[config.mk]
export PLATFORM = sky130hd
export DESIGN_NAME = jq_tick
export DESIGN_NICKNAME = d
export VERILOG_FILES = /design/src/jq_pkg.sv /design/src/jq_tick.sv
export SDC_FILE = /design/constraint.sdc
export NUM_CORES = 1
export LEC_CHECK = 0
export BUFFER_PORTS_ARGS = -buffer_cell sky130_fd_sc_hd__buf_2
export CORE_MARGIN = 8
export CORE_UTILIZATION = 40
export CTS_CLUSTER_SIZE = 25
export DETAILED_ROUTE_END_ITERATION = 16
export GPL_TIMING_DRIVEN = 0
export SYNTH_ARGS = -nofsm -noshare
export SYNTH_HDL_FRONTEND = slang
export SYNTH_SLANG_ARGS = --single-unit
export TNS_END_PERCENT = 10
[constraint.sdc]
create_clock -name clk_i -period 10.04 [get_ports clk_i]
set_input_delay 2.008 -clock clk_i [delete_from_list [all_inputs] [get_ports clk_i]]
set_output_delay 2.008 -clock clk_i [all_outputs]
set_load 0.005 [all_outputs]
[src/jq_pkg.sv]
// shared types and constants for the single server job queue
`default_nettype none

package jq_pkg;

  localparam int unsigned MINUTE_W = 16;
  localparam int unsigned COUNT_W  = 32;
  localparam int unsigned WAIT_W   = 40;
  localparam int unsigned SVC_W    = 12;

  localparam logic [COUNT_W-1:0] COUNT_MAX = '1;
  localparam logic [WAIT_W-1:0]  WAIT_MAX  = '1;
  localparam logic [SVC_W-1:0]   SVC_RESET = SVC_W'(1);

  typedef logic [MINUTE_W-1:0] minute_t;

  // queue commands for one tick
  typedef struct packed {
    logic push;
    logic pop;
  } fifo_ctrl_t;

  // per-tick result fields that do not depend on the queue depth
  typedef struct packed {
    minute_t              minute;
    logic [COUNT_W-1:0]   arrived_job;
    logic                 arrival_dropped;
    logic [COUNT_W-1:0]   job_in_service;
    logic                 busy_res;
    logic [COUNT_W-1:0]   jobs_done;
    logic [WAIT_W-1:0]    wait_total;
  } tick_res_t;

endpackage

`default_nettype wire

[src/jq_tick.sv]
// per-tick server state: minute, countdown, counters and wait total
`default_nettype none

module jq_tick
  import jq_pkg::*;
#(
  parameter int unsigned QUEUE_DEPTH = 4096
) (
  input  wire logic                               clk_i,
  input  wire logic                               rst_ni,
  input  wire logic                               step_i,
  input  wire logic                               arrival_i,
  input  wire logic [SVC_W-1:0]                   svc_time_i,
  input  wire logic [$clog2(QUEUE_DEPTH+1)-1:0]   count_i,
  input  wire minute_t                            front_i,
  output      fifo_ctrl_t                         ctrl_o,
  output      tick_res_t                          res_o,
  output      logic [$clog2(QUEUE_DEPTH+1)-1:0]   qlen_o
);

  localparam int unsigned CNT_W = $clog2(QUEUE_DEPTH + 1);
  localparam logic [CNT_W-1:0] CNT_FULL = CNT_W'(QUEUE_DEPTH);

  minute_t            tick_q, tick_d;
  logic [SVC_W-1:0]   work_q, work_d, work_load;
  logic [COUNT_W-1:0] enq_q, enq_d;
  logic [COUNT_W-1:0] served_q, served_d;
  logic [COUNT_W-1:0] cur_q, cur_d;
  logic [WAIT_W-1:0]  wsum_q, wsum_d;
  logic               busy_q, busy_d;

  logic               push, pop, dropped, idle;
  logic [CNT_W-1:0]   count_pushed;
  minute_t            entered, wait_ticks;
  logic [WAIT_W:0]    wsum_add;

  // queue side: push unless full, pop when the server is free and a job waits
  always_comb begin
    tick_d       = tick_q + 1'b1;
    push         = arrival_i && (count_i != CNT_FULL);
    dropped      = arrival_i && (count_i == CNT_FULL);
    count_pushed = count_i + CNT_W'(push);
    idle         = (work_q == '0);
    pop          = idle && (count_pushed != '0);
    // an empty queue hands over the job that arrives now
    entered      = (count_i == '0) ? tick_d : front_i;
    wait_ticks   = tick_d - entered;
  end

  // counters and server state
  always_comb begin
    enq_d    = enq_q;
    served_d = served_q;
    cur_d    = cur_q;
    wsum_d   = wsum_q;
    busy_d   = busy_q;
    wsum_add = {1'b0, wsum_q} + (WAIT_W + 1)'(wait_ticks);

    if (push && (enq_q != COUNT_MAX)) begin
      enq_d = enq_q + 1'b1;
    end
    if (idle && (count_pushed == '0)) begin
      busy_d = 1'b0;
    end
    if (pop) begin
      wsum_d   = wsum_add[WAIT_W] ? WAIT_MAX : wsum_add[WAIT_W-1:0];
      served_d = (served_q != COUNT_MAX) ? served_q + 1'b1 : served_q;
      cur_d    = served_d;
      busy_d   = 1'b1;
    end
    work_load = pop ? svc_time_i : work_q;
    work_d    = (work_load != '0) ? work_load - 1'b1 : work_load;
  end

  always_ff @(posedge clk_i or negedge rst_ni) begin
    if (!rst_ni) begin
      tick_q   <= '0;
      work_q   <= '0;
      enq_q    <= '0;
      served_q <= '0;
      cur_q    <= '0;
      wsum_q   <= '0;
      busy_q   <= 1'b0;
    end else if (step_i) begin
      tick_q   <= tick_d;
      work_q   <= work_d;
      enq_q    <= enq_d;
      served_q <= served_d;
      cur_q    <= cur_d;
      wsum_q   <= wsum_d;
      busy_q   <= busy_d;
    end
  end

  // outputs for this tick
  always_comb begin
    ctrl_o.push           = step_i && push;
    ctrl_o.pop            = step_i && pop;
    res_o.minute          = tick_d;
    res_o.arrived_job     = push ? enq_d : '0;
    res_o.arrival_dropped = dropped;
    res_o.job_in_service  = (busy_d && (cur_d != '0)) ? cur_d : '0;
    res_o.busy_res        = busy_d;
    res_o.jobs_done       = served_d;
    res_o.wait_total      = wsum_d;
    qlen_o                = count_pushed - CNT_W'(pop);
  end

endmodule

`default_nettype wire
==> flow_summary.yaml, run 1 <==
detailed_routing:
  first_iter_violations: 1276
  first_pass_iters: 7
  via_count: 12547
  drt.antenna.violating_nets: 0
  drc: 0
  wl_per_cell_um: 18.7
  routed_wl_um: 42800
  vias_per_cell: 5.50
timing:
  final-max-slew-violation-count: 0
  max_freq_mhz: 102
  period_needed_ns: 9.79
  setup_slack_ns: 0.247
  tns_ns: 0
  rsz0062_at_grt: "true"
  finalHoldViolCount: 0
  relSlewSlack_pct: 37.7
  clock_skew_ns: 0.0117
  setup_viol: 0
  tightest_slew_ns: 0.933
  period_share_pct: 97.5
synth:
  synth_warnings: 0
  synth_area_per_cell_um2: 8.16
  async_flop_share_pct: 100
  syn_nets: 1684
  ys_types: 78
  synth_flop_cell: "dfrtp_1"
  ys_ff_latch: 165
  synthCells: 1594
  yosysSeqAreaShare_pct: 31.7
  synth_enable_flop_cells: 0
  synth_area_um2: 13000
global_route:
  grt_pass1_wl_um: 67200
  grt_max_degree: 115
  grt_overflow: 0
  grt_pass1_vias: 11920
  antenna_found_initial: 4
  grt_use_total_pct: 21.7
clock_tree:
  clkTransAtPathRegs_ns: 0.07
  insertion_delay_ns: 0.45
  clk_path_buf_depth: 2
  cts_tree: "built"
  cts.sinks: 165
  cts_buffers: 17
  clock-root-buffer: "clkbuf_16"
  h-tree-depth: 4
hold_path:
  hold_class: "flop to flop"
  holdCritStartpoint: "cur_q[20]"
final_layout:
  final_layout_size_suffix_gt1_share_pct: 20.1
  seqCellArea_um2: 4130
  num-fill-cells: 3215
  nets: 1917
  fin_area_um2: 15300
  areaGrowthSynthToFinish_pct: 18.0
  fin_cells: 2283
  multiInputGateArea_um2: 8250
die:
  die_w_um: 196
  ios: 214
  fp.dieArea_um2: 38600
  fp-row-count: 66
  die_h_um: 196
  core_area_um2: 32300
  initial_core_util_pct: 40.3
critical_path:
  critPathBufInv: 7
  cpMostUsedCell: "buf_2"
  critical_path_required_ns: 8.03
  startpoint: "count_i[1]"
  path_max_fanout: 10
  critical_path.top_delay_family: "compound AO/OA/AOI/OAI gates"
  cp-start-kind: "input port"
  worstReg2RegStart: "tick_q[0]"
  crit_path_cell_trace: "buf_2 > nor4_1 > nand4_1 > o21ai_2 > inv_1 > ha_1 > ha_1 > nand4_1 > mux2_2 > o32a_1 > a2111oi_2 > a21o_2 > inv_2 > buf_2 > buf_2 > buf_2 > ha_1 > ha_1 > and3_1 > nand2_1 > mux2i_1 > xnor2_1 > buf_2"
  crit_arrival_ns: 7.78
  critPathCaptureType: "output pin"
  slowest_stage: "a2111oi_2"
  crit_type: "input port to output pin"
  slowest_delay_ns: 0.47
placed_design:
  dpl-instance-area_um2: 14600
  portBuffers: 209
  dp_cells: 2246
  pre_cts_ws_ns: -0.870
  place.gp.congestion: 0.939
  dp_hpwl_um: 32500
power_and_ir_drop:
  combPwrFrac_pct: 51.2
  clkPwrFrac_pct: 19.5
  cell_internal_pwr_mw: 1.92
  power_mw: 3.42
  p_leak_nw: 6.99
  power_density_nw_per_um2: 223
  seqPwrFrac_pct: 29.3
  switchingPower_mw: 1.50
  sw_frac_of_total_pct: 43.9
  ir_worst_vdd_mv: 0.173
run_status:
  status: "finished clean"
run:
  cap_violations: 0
cell usage in the layout (no fill, tap or decap), types with 11 or more instances in the layout:
| cell type | instances |
|---|---|
| or2_2 | 11 |
| nor4_1 | 13 |
| ha_1 | 43 |
| xnor2_1 | 120 |
| o2111ai_1 | 12 |
| xor2_1 | 99 |
| and4_1 | 14 |
| and2_1 | 23 |
| buf_6 | 13 |
| nor2_1 | 199 |
| a31oi_1 | 23 |
| o21a_1 | 25 |
| nor3_1 | 33 |
| mux2_2 | 11 |
| mux2i_1 | 22 |
| o21ai_0 | 62 |
| and3_1 | 35 |
| clkbuf_16 | 17 |
| buf_2 | 232 |
| nand2_1 | 207 |
| a21oi_1 | 99 |
| a21o_1 | 16 |
| nand3_1 | 53 |
| dfrtp_1 | 165 |
| nand4_1 | 35 |
| buf_4 | 12 |
| a211oi_1 | 12 |
| clkbuf_1 | 37 |
| inv_1 | 44 |
registers in the layout, summed over array words and instances, names as in the netlist:
| register | cells |
|---|---|
| work_q | 12 |
| served_q | 32 |
| wsum_q | 40 |
| tick_q | 16 |
| cur_q | 32 |
| busy_q | 1 |
| enq_q | 32 |
power groups by stage:
stage	Combinational, mW	Sequential, mW	Clock (mW)
floorplan	1.20	0.961	0
global placement	1.66	1.01	0
detailed placement	1.69	1.01	0
CTS	1.72	0.998	0.676
global route	1.96	1.03	0.707
finish	1.75	1.00	0.666
final timing paths:
check                              to  slack (ns)  cells past startpoint
setup / recovery           qlen_o[10]        0.25                     23
hold / removal              cur_q[20]        0.48                      2
setup reg to reg           wsum_q[33]        4.23                     24
hold reg to reg             cur_q[20]        0.48                      2
max in group asynchronous   tick_q[9]        7.63                      2
min in group asynchronous   cur_q[29]        1.46                      1
stage by stage:
step	hold WS [ns]	util [%]
4_1_cts	0.481	47.2
5_1_grt	0.501	47.5
3_3_place_gp	0.460	45.2
2_1_floorplan	0.446	-
6_report	0.483	47.5
3_5_place_dp	0.462	45.4
cells by family (layout without fill, tap and decap cells):
logic type | count (synthesis) | in the layout | synth area share, %
AND/OR/NAND/NOR | 669 | 669 | 24.3
AO/OA/AOI/OAI | 320 | 320 | 16.3
XOR/XNOR | 221 | 221 | 15.1
flip-flops | 165 | 165 | 31.7
buffers and inverters | 141 | 387 | 5.52
adder cells (fa/ha/maj) | 45 | 45 | 4.44
multiplexers | 33 | 33 | 2.64
other | 0 | 1 | 0
synthesized netlist by cell type, drive strengths merged, types with 6 or more instances:
cell     count  area (µm²)
nand2      210         793
nor2       202         763
dfrtp      165        4130
xnor2      120        1050
a21oi      102         510
xor2        99         867
o21ai       66         334
nand3       57         305
buf         50         347
inv         46         173
clkbuf      44         186
ha          43         538
and3        36         226
nand4       35         219
nor3        34         181
a31oi       25         163
o21a        25         188
and2        23         144
mux2i       22         220
a21o        17         129
nor4        16         100
and4        14         123
o31ai       14         164
a211oi      13         103
o2111ai     12         105
mux2        11         124
or2         11        68.8
a22o         7        61.3
or3          7        43.8
o211ai       6        45.0
or4          6        52.6
metal layers:
layer	global-route usage [%]	vias to the layer above	wire length (µm)
li1	-	6018	-
met1	30.2	6111	19700
met2	33.5	357	19500
met3	4.37	55	2560
met4	7.07	6	909
met5	0	-	40
layout make-up:
class	instances	area share [%]
Antenna cell	1	0.0163
Buffer	95	3.65
Clock buffer	17	2.77
Clock inverter	15	0.962
Inverter	46	1.12
Multi-Input combinational cell	1288	53.7
Sequential cell	165	26.9
Tap cell	442	3.60
Timing Repair Buffer	214	7.25
worst min-delay path: cells and delay by family, from the launching register on:
kind,cells,cell delay [ns]
flip-flops,1,0.35
AND/OR/NAND/NOR,2,0.11
timing repair:
action,in CTS,in global routing
pin swaps,1,5
gates resized for setup,8,20
buffers inserted,1,3
cloned,0,0
setup endpoints to repair,40,46
hold buffers,0,0
No activity file was read; power rests on OpenSTA's default activity.
==> run 2: changes to the inputs <==
--- a/config.mk
+++ b/config.mk
@@ -7,10 +7,12 @@
 export LEC_CHECK = 0
 export BUFFER_PORTS_ARGS = -buffer_cell sky130_fd_sc_hd__buf_2
 export CORE_MARGIN = 8
-export CORE_UTILIZATION = 40
+export CORE_UTILIZATION = 50
 export CTS_CLUSTER_SIZE = 25
 export DETAILED_ROUTE_END_ITERATION = 16
 export GPL_TIMING_DRIVEN = 0
+export PLACE_DENSITY = 0.72
+export SKIP_CTS_REPAIR_TIMING = 1
 export SYNTH_ARGS = -nofsm -noshare
 export SYNTH_HDL_FRONTEND = slang
 export SYNTH_SLANG_ARGS = --single-unit
==> run 2 against run 1 <==
Register-to-register slack worse by 0.19 ns. Clock-buffer cell count rose by 1. Non-clock buffer count rose by 2. Flip-flop and latch count did not move. Critical path depth is 5 higher. Combinational power barely moved. Worst setup slack better by 0.12 ns. Core utilization up 12 points. Sequential share of layout area grew 0.12 points. Critical path type unchanged. Critical endpoint is now res_o[11].
==> flow_summary.yaml, run 2 (synthesis results as in run 1) <==
final_layout:
  largest_reg_flops: 40
  final_common_cell: "buf_2"
  fin_util_pct: 59.2
  num-fill-cells: 2408
  nets: 1919
  final_cell_mix: "buf_2 (232), nand2_1 (208), nor2_1 (199)"
  final_layout_size_suffix_gt1_share_pct: 19.9
  fin_cells: 2179
  regMostFlops: "wsum_q"
  fin_area_um2: 15300
  areaGrowthSynthToFinish_pct: 17.5
timing:
  period_share_pct: 96.4
  setup_viol: 0
  clock_skew_ns: 0.0144
  period_needed_ns: 9.68
  hold_ws_ns: 0.484
  final-max-slew-violation-count: 0
  tightest_slew_ns: 0.962
  finalHoldViolCount: 0
  max_freq_mhz: 103
  relSlewSlack_pct: 35.7
die:
  fp-row-count: 59
  die_w_um: 177
  die_h_um: 177
  ios: 214
  core_area_um2: 25800
  initial_core_util_pct: 50.4
  fp.dieArea_um2: 31400
detailed_routing:
  vias_per_cell: 5.83
  via_count: 12698
  first_pass_iters: 5
  routed_wl_um: 41000
  first_iter_violations: 1111
  drt.antenna.violating_nets: 0
  drc: 0
  wl_per_cell_um: 18.8
critical_path:
  critical_path_required_ns: 8.03
  critPathCaptureType: "output pin"
  cp-start-kind: "input port"
  startpoint: "count_i[7]"
  path_max_fanout: 10
  crit_type: "input port to output pin"
  slowest_stage: "fa_1"
  worstReg2RegStart: "tick_q[0]"
  slowest_delay_ns: 0.41
  crit_arrival_ns: 7.67
  critPathBufInv: 5
  critical_path.top_delay_family: "compound AO/OA/AOI/OAI gates"
power_and_ir_drop:
  ir_worst_vdd_mv: 0.272
  power_mw: 3.46
  power_density_nw_per_um2: 226
  p_leak_nw: 7.03
clock_tree:
  h-tree-depth: 4
  cts.sinks: 165
  insertion_delay_ns: 0.44
  cts_buffers: 17
  cts_tree: "built"
  clock-root-buffer: "clkbuf_16"
  clk_path_buf_depth: 2
  clkTransAtPathRegs_ns: 0.07
placed_design:
  dp_hpwl_um: 31000
  dpl-instance-area_um2: 14500
  place.gp.congestion: 0.971
  dp_cells: 2139
  portBuffers: 209
global_route:
  grt_overflow: 0
  grt_pass1_vias: 12195
  grt_max_degree: 107
  grt_pass1_wl_um: 63900
  grt_use_total_pct: 25.4
  antenna_found_initial: 4
run_status:
  status: "finished clean"
hold_path:
  hold_class: "flop to flop"
  holdCritStartpoint: "cur_q[20]"
run:
  cap_violations: 0
run 2: worst paths after layout:
kind / to / slack, ns / depth (start not counted)
min in group asynchronous: served_q[4] / 1.50 / 1
setup reg to reg: wsum_q[29] / 4.04 / 25
max in group asynchronous: work_q[7] / 7.61 / 2
setup / recovery: res_o[11] / 0.36 / 28
hold reg to reg: cur_q[20] / 0.48 / 2
hold / removal: cur_q[20] / 0.48 / 2
run 2: worst min-delay path: stages, from the launching register on:
cell and delay, ns:
dfrtp_1 0.34, nand2_1 0.05, nand2_1 0.06
run 2: metal layers:
layer	wire length [µm]	part of all wire (%)	vias up	global-route usage, %
met3	3280	8.0	68	5.70
met4	1130	2.8	6	8.75
met2	18600	45	514	39.7
met1	17900	44	6087	34.1
met5	32	0.078	-	0
li1	-	-	6023	-
run 2: layout make-up:
cell class | instances | area [µm²] | area share, %
repair buffers | 216 | 1130 | 7.38
clock inverters | 14 | 188 | 1.23
well taps | 335 | 419 | 2.74
plain buffers | 95 | 559 | 3.66
clock buffers | 18 | 439 | 2.87
inverters | 46 | 173 | 1.13
diodes | 2 | 5.00 | 0.0327
flip-flops and latches | 165 | 4130 | 27.0
multi-input cells | 1288 | 8240 | 53.9
run 2: per-stage QoR:
| stage | setup TNS (ns) | setup WS (ns) |
|---|---|---|
| floorplan | 0 | 0.822 |
| global placement | -20.91 | -0.742 |
| detailed placement | -25.70 | -0.864 |
| CTS | -27.05 | -0.895 |
| global route | -0.0742 | -0.0303 |
| finish | 0 | 0.364 |
run 2: where the power goes:
group          switching (mW)  internal [mW]
sequential              0.176          0.831
combinational           0.991          0.740
clock                   0.313          0.407
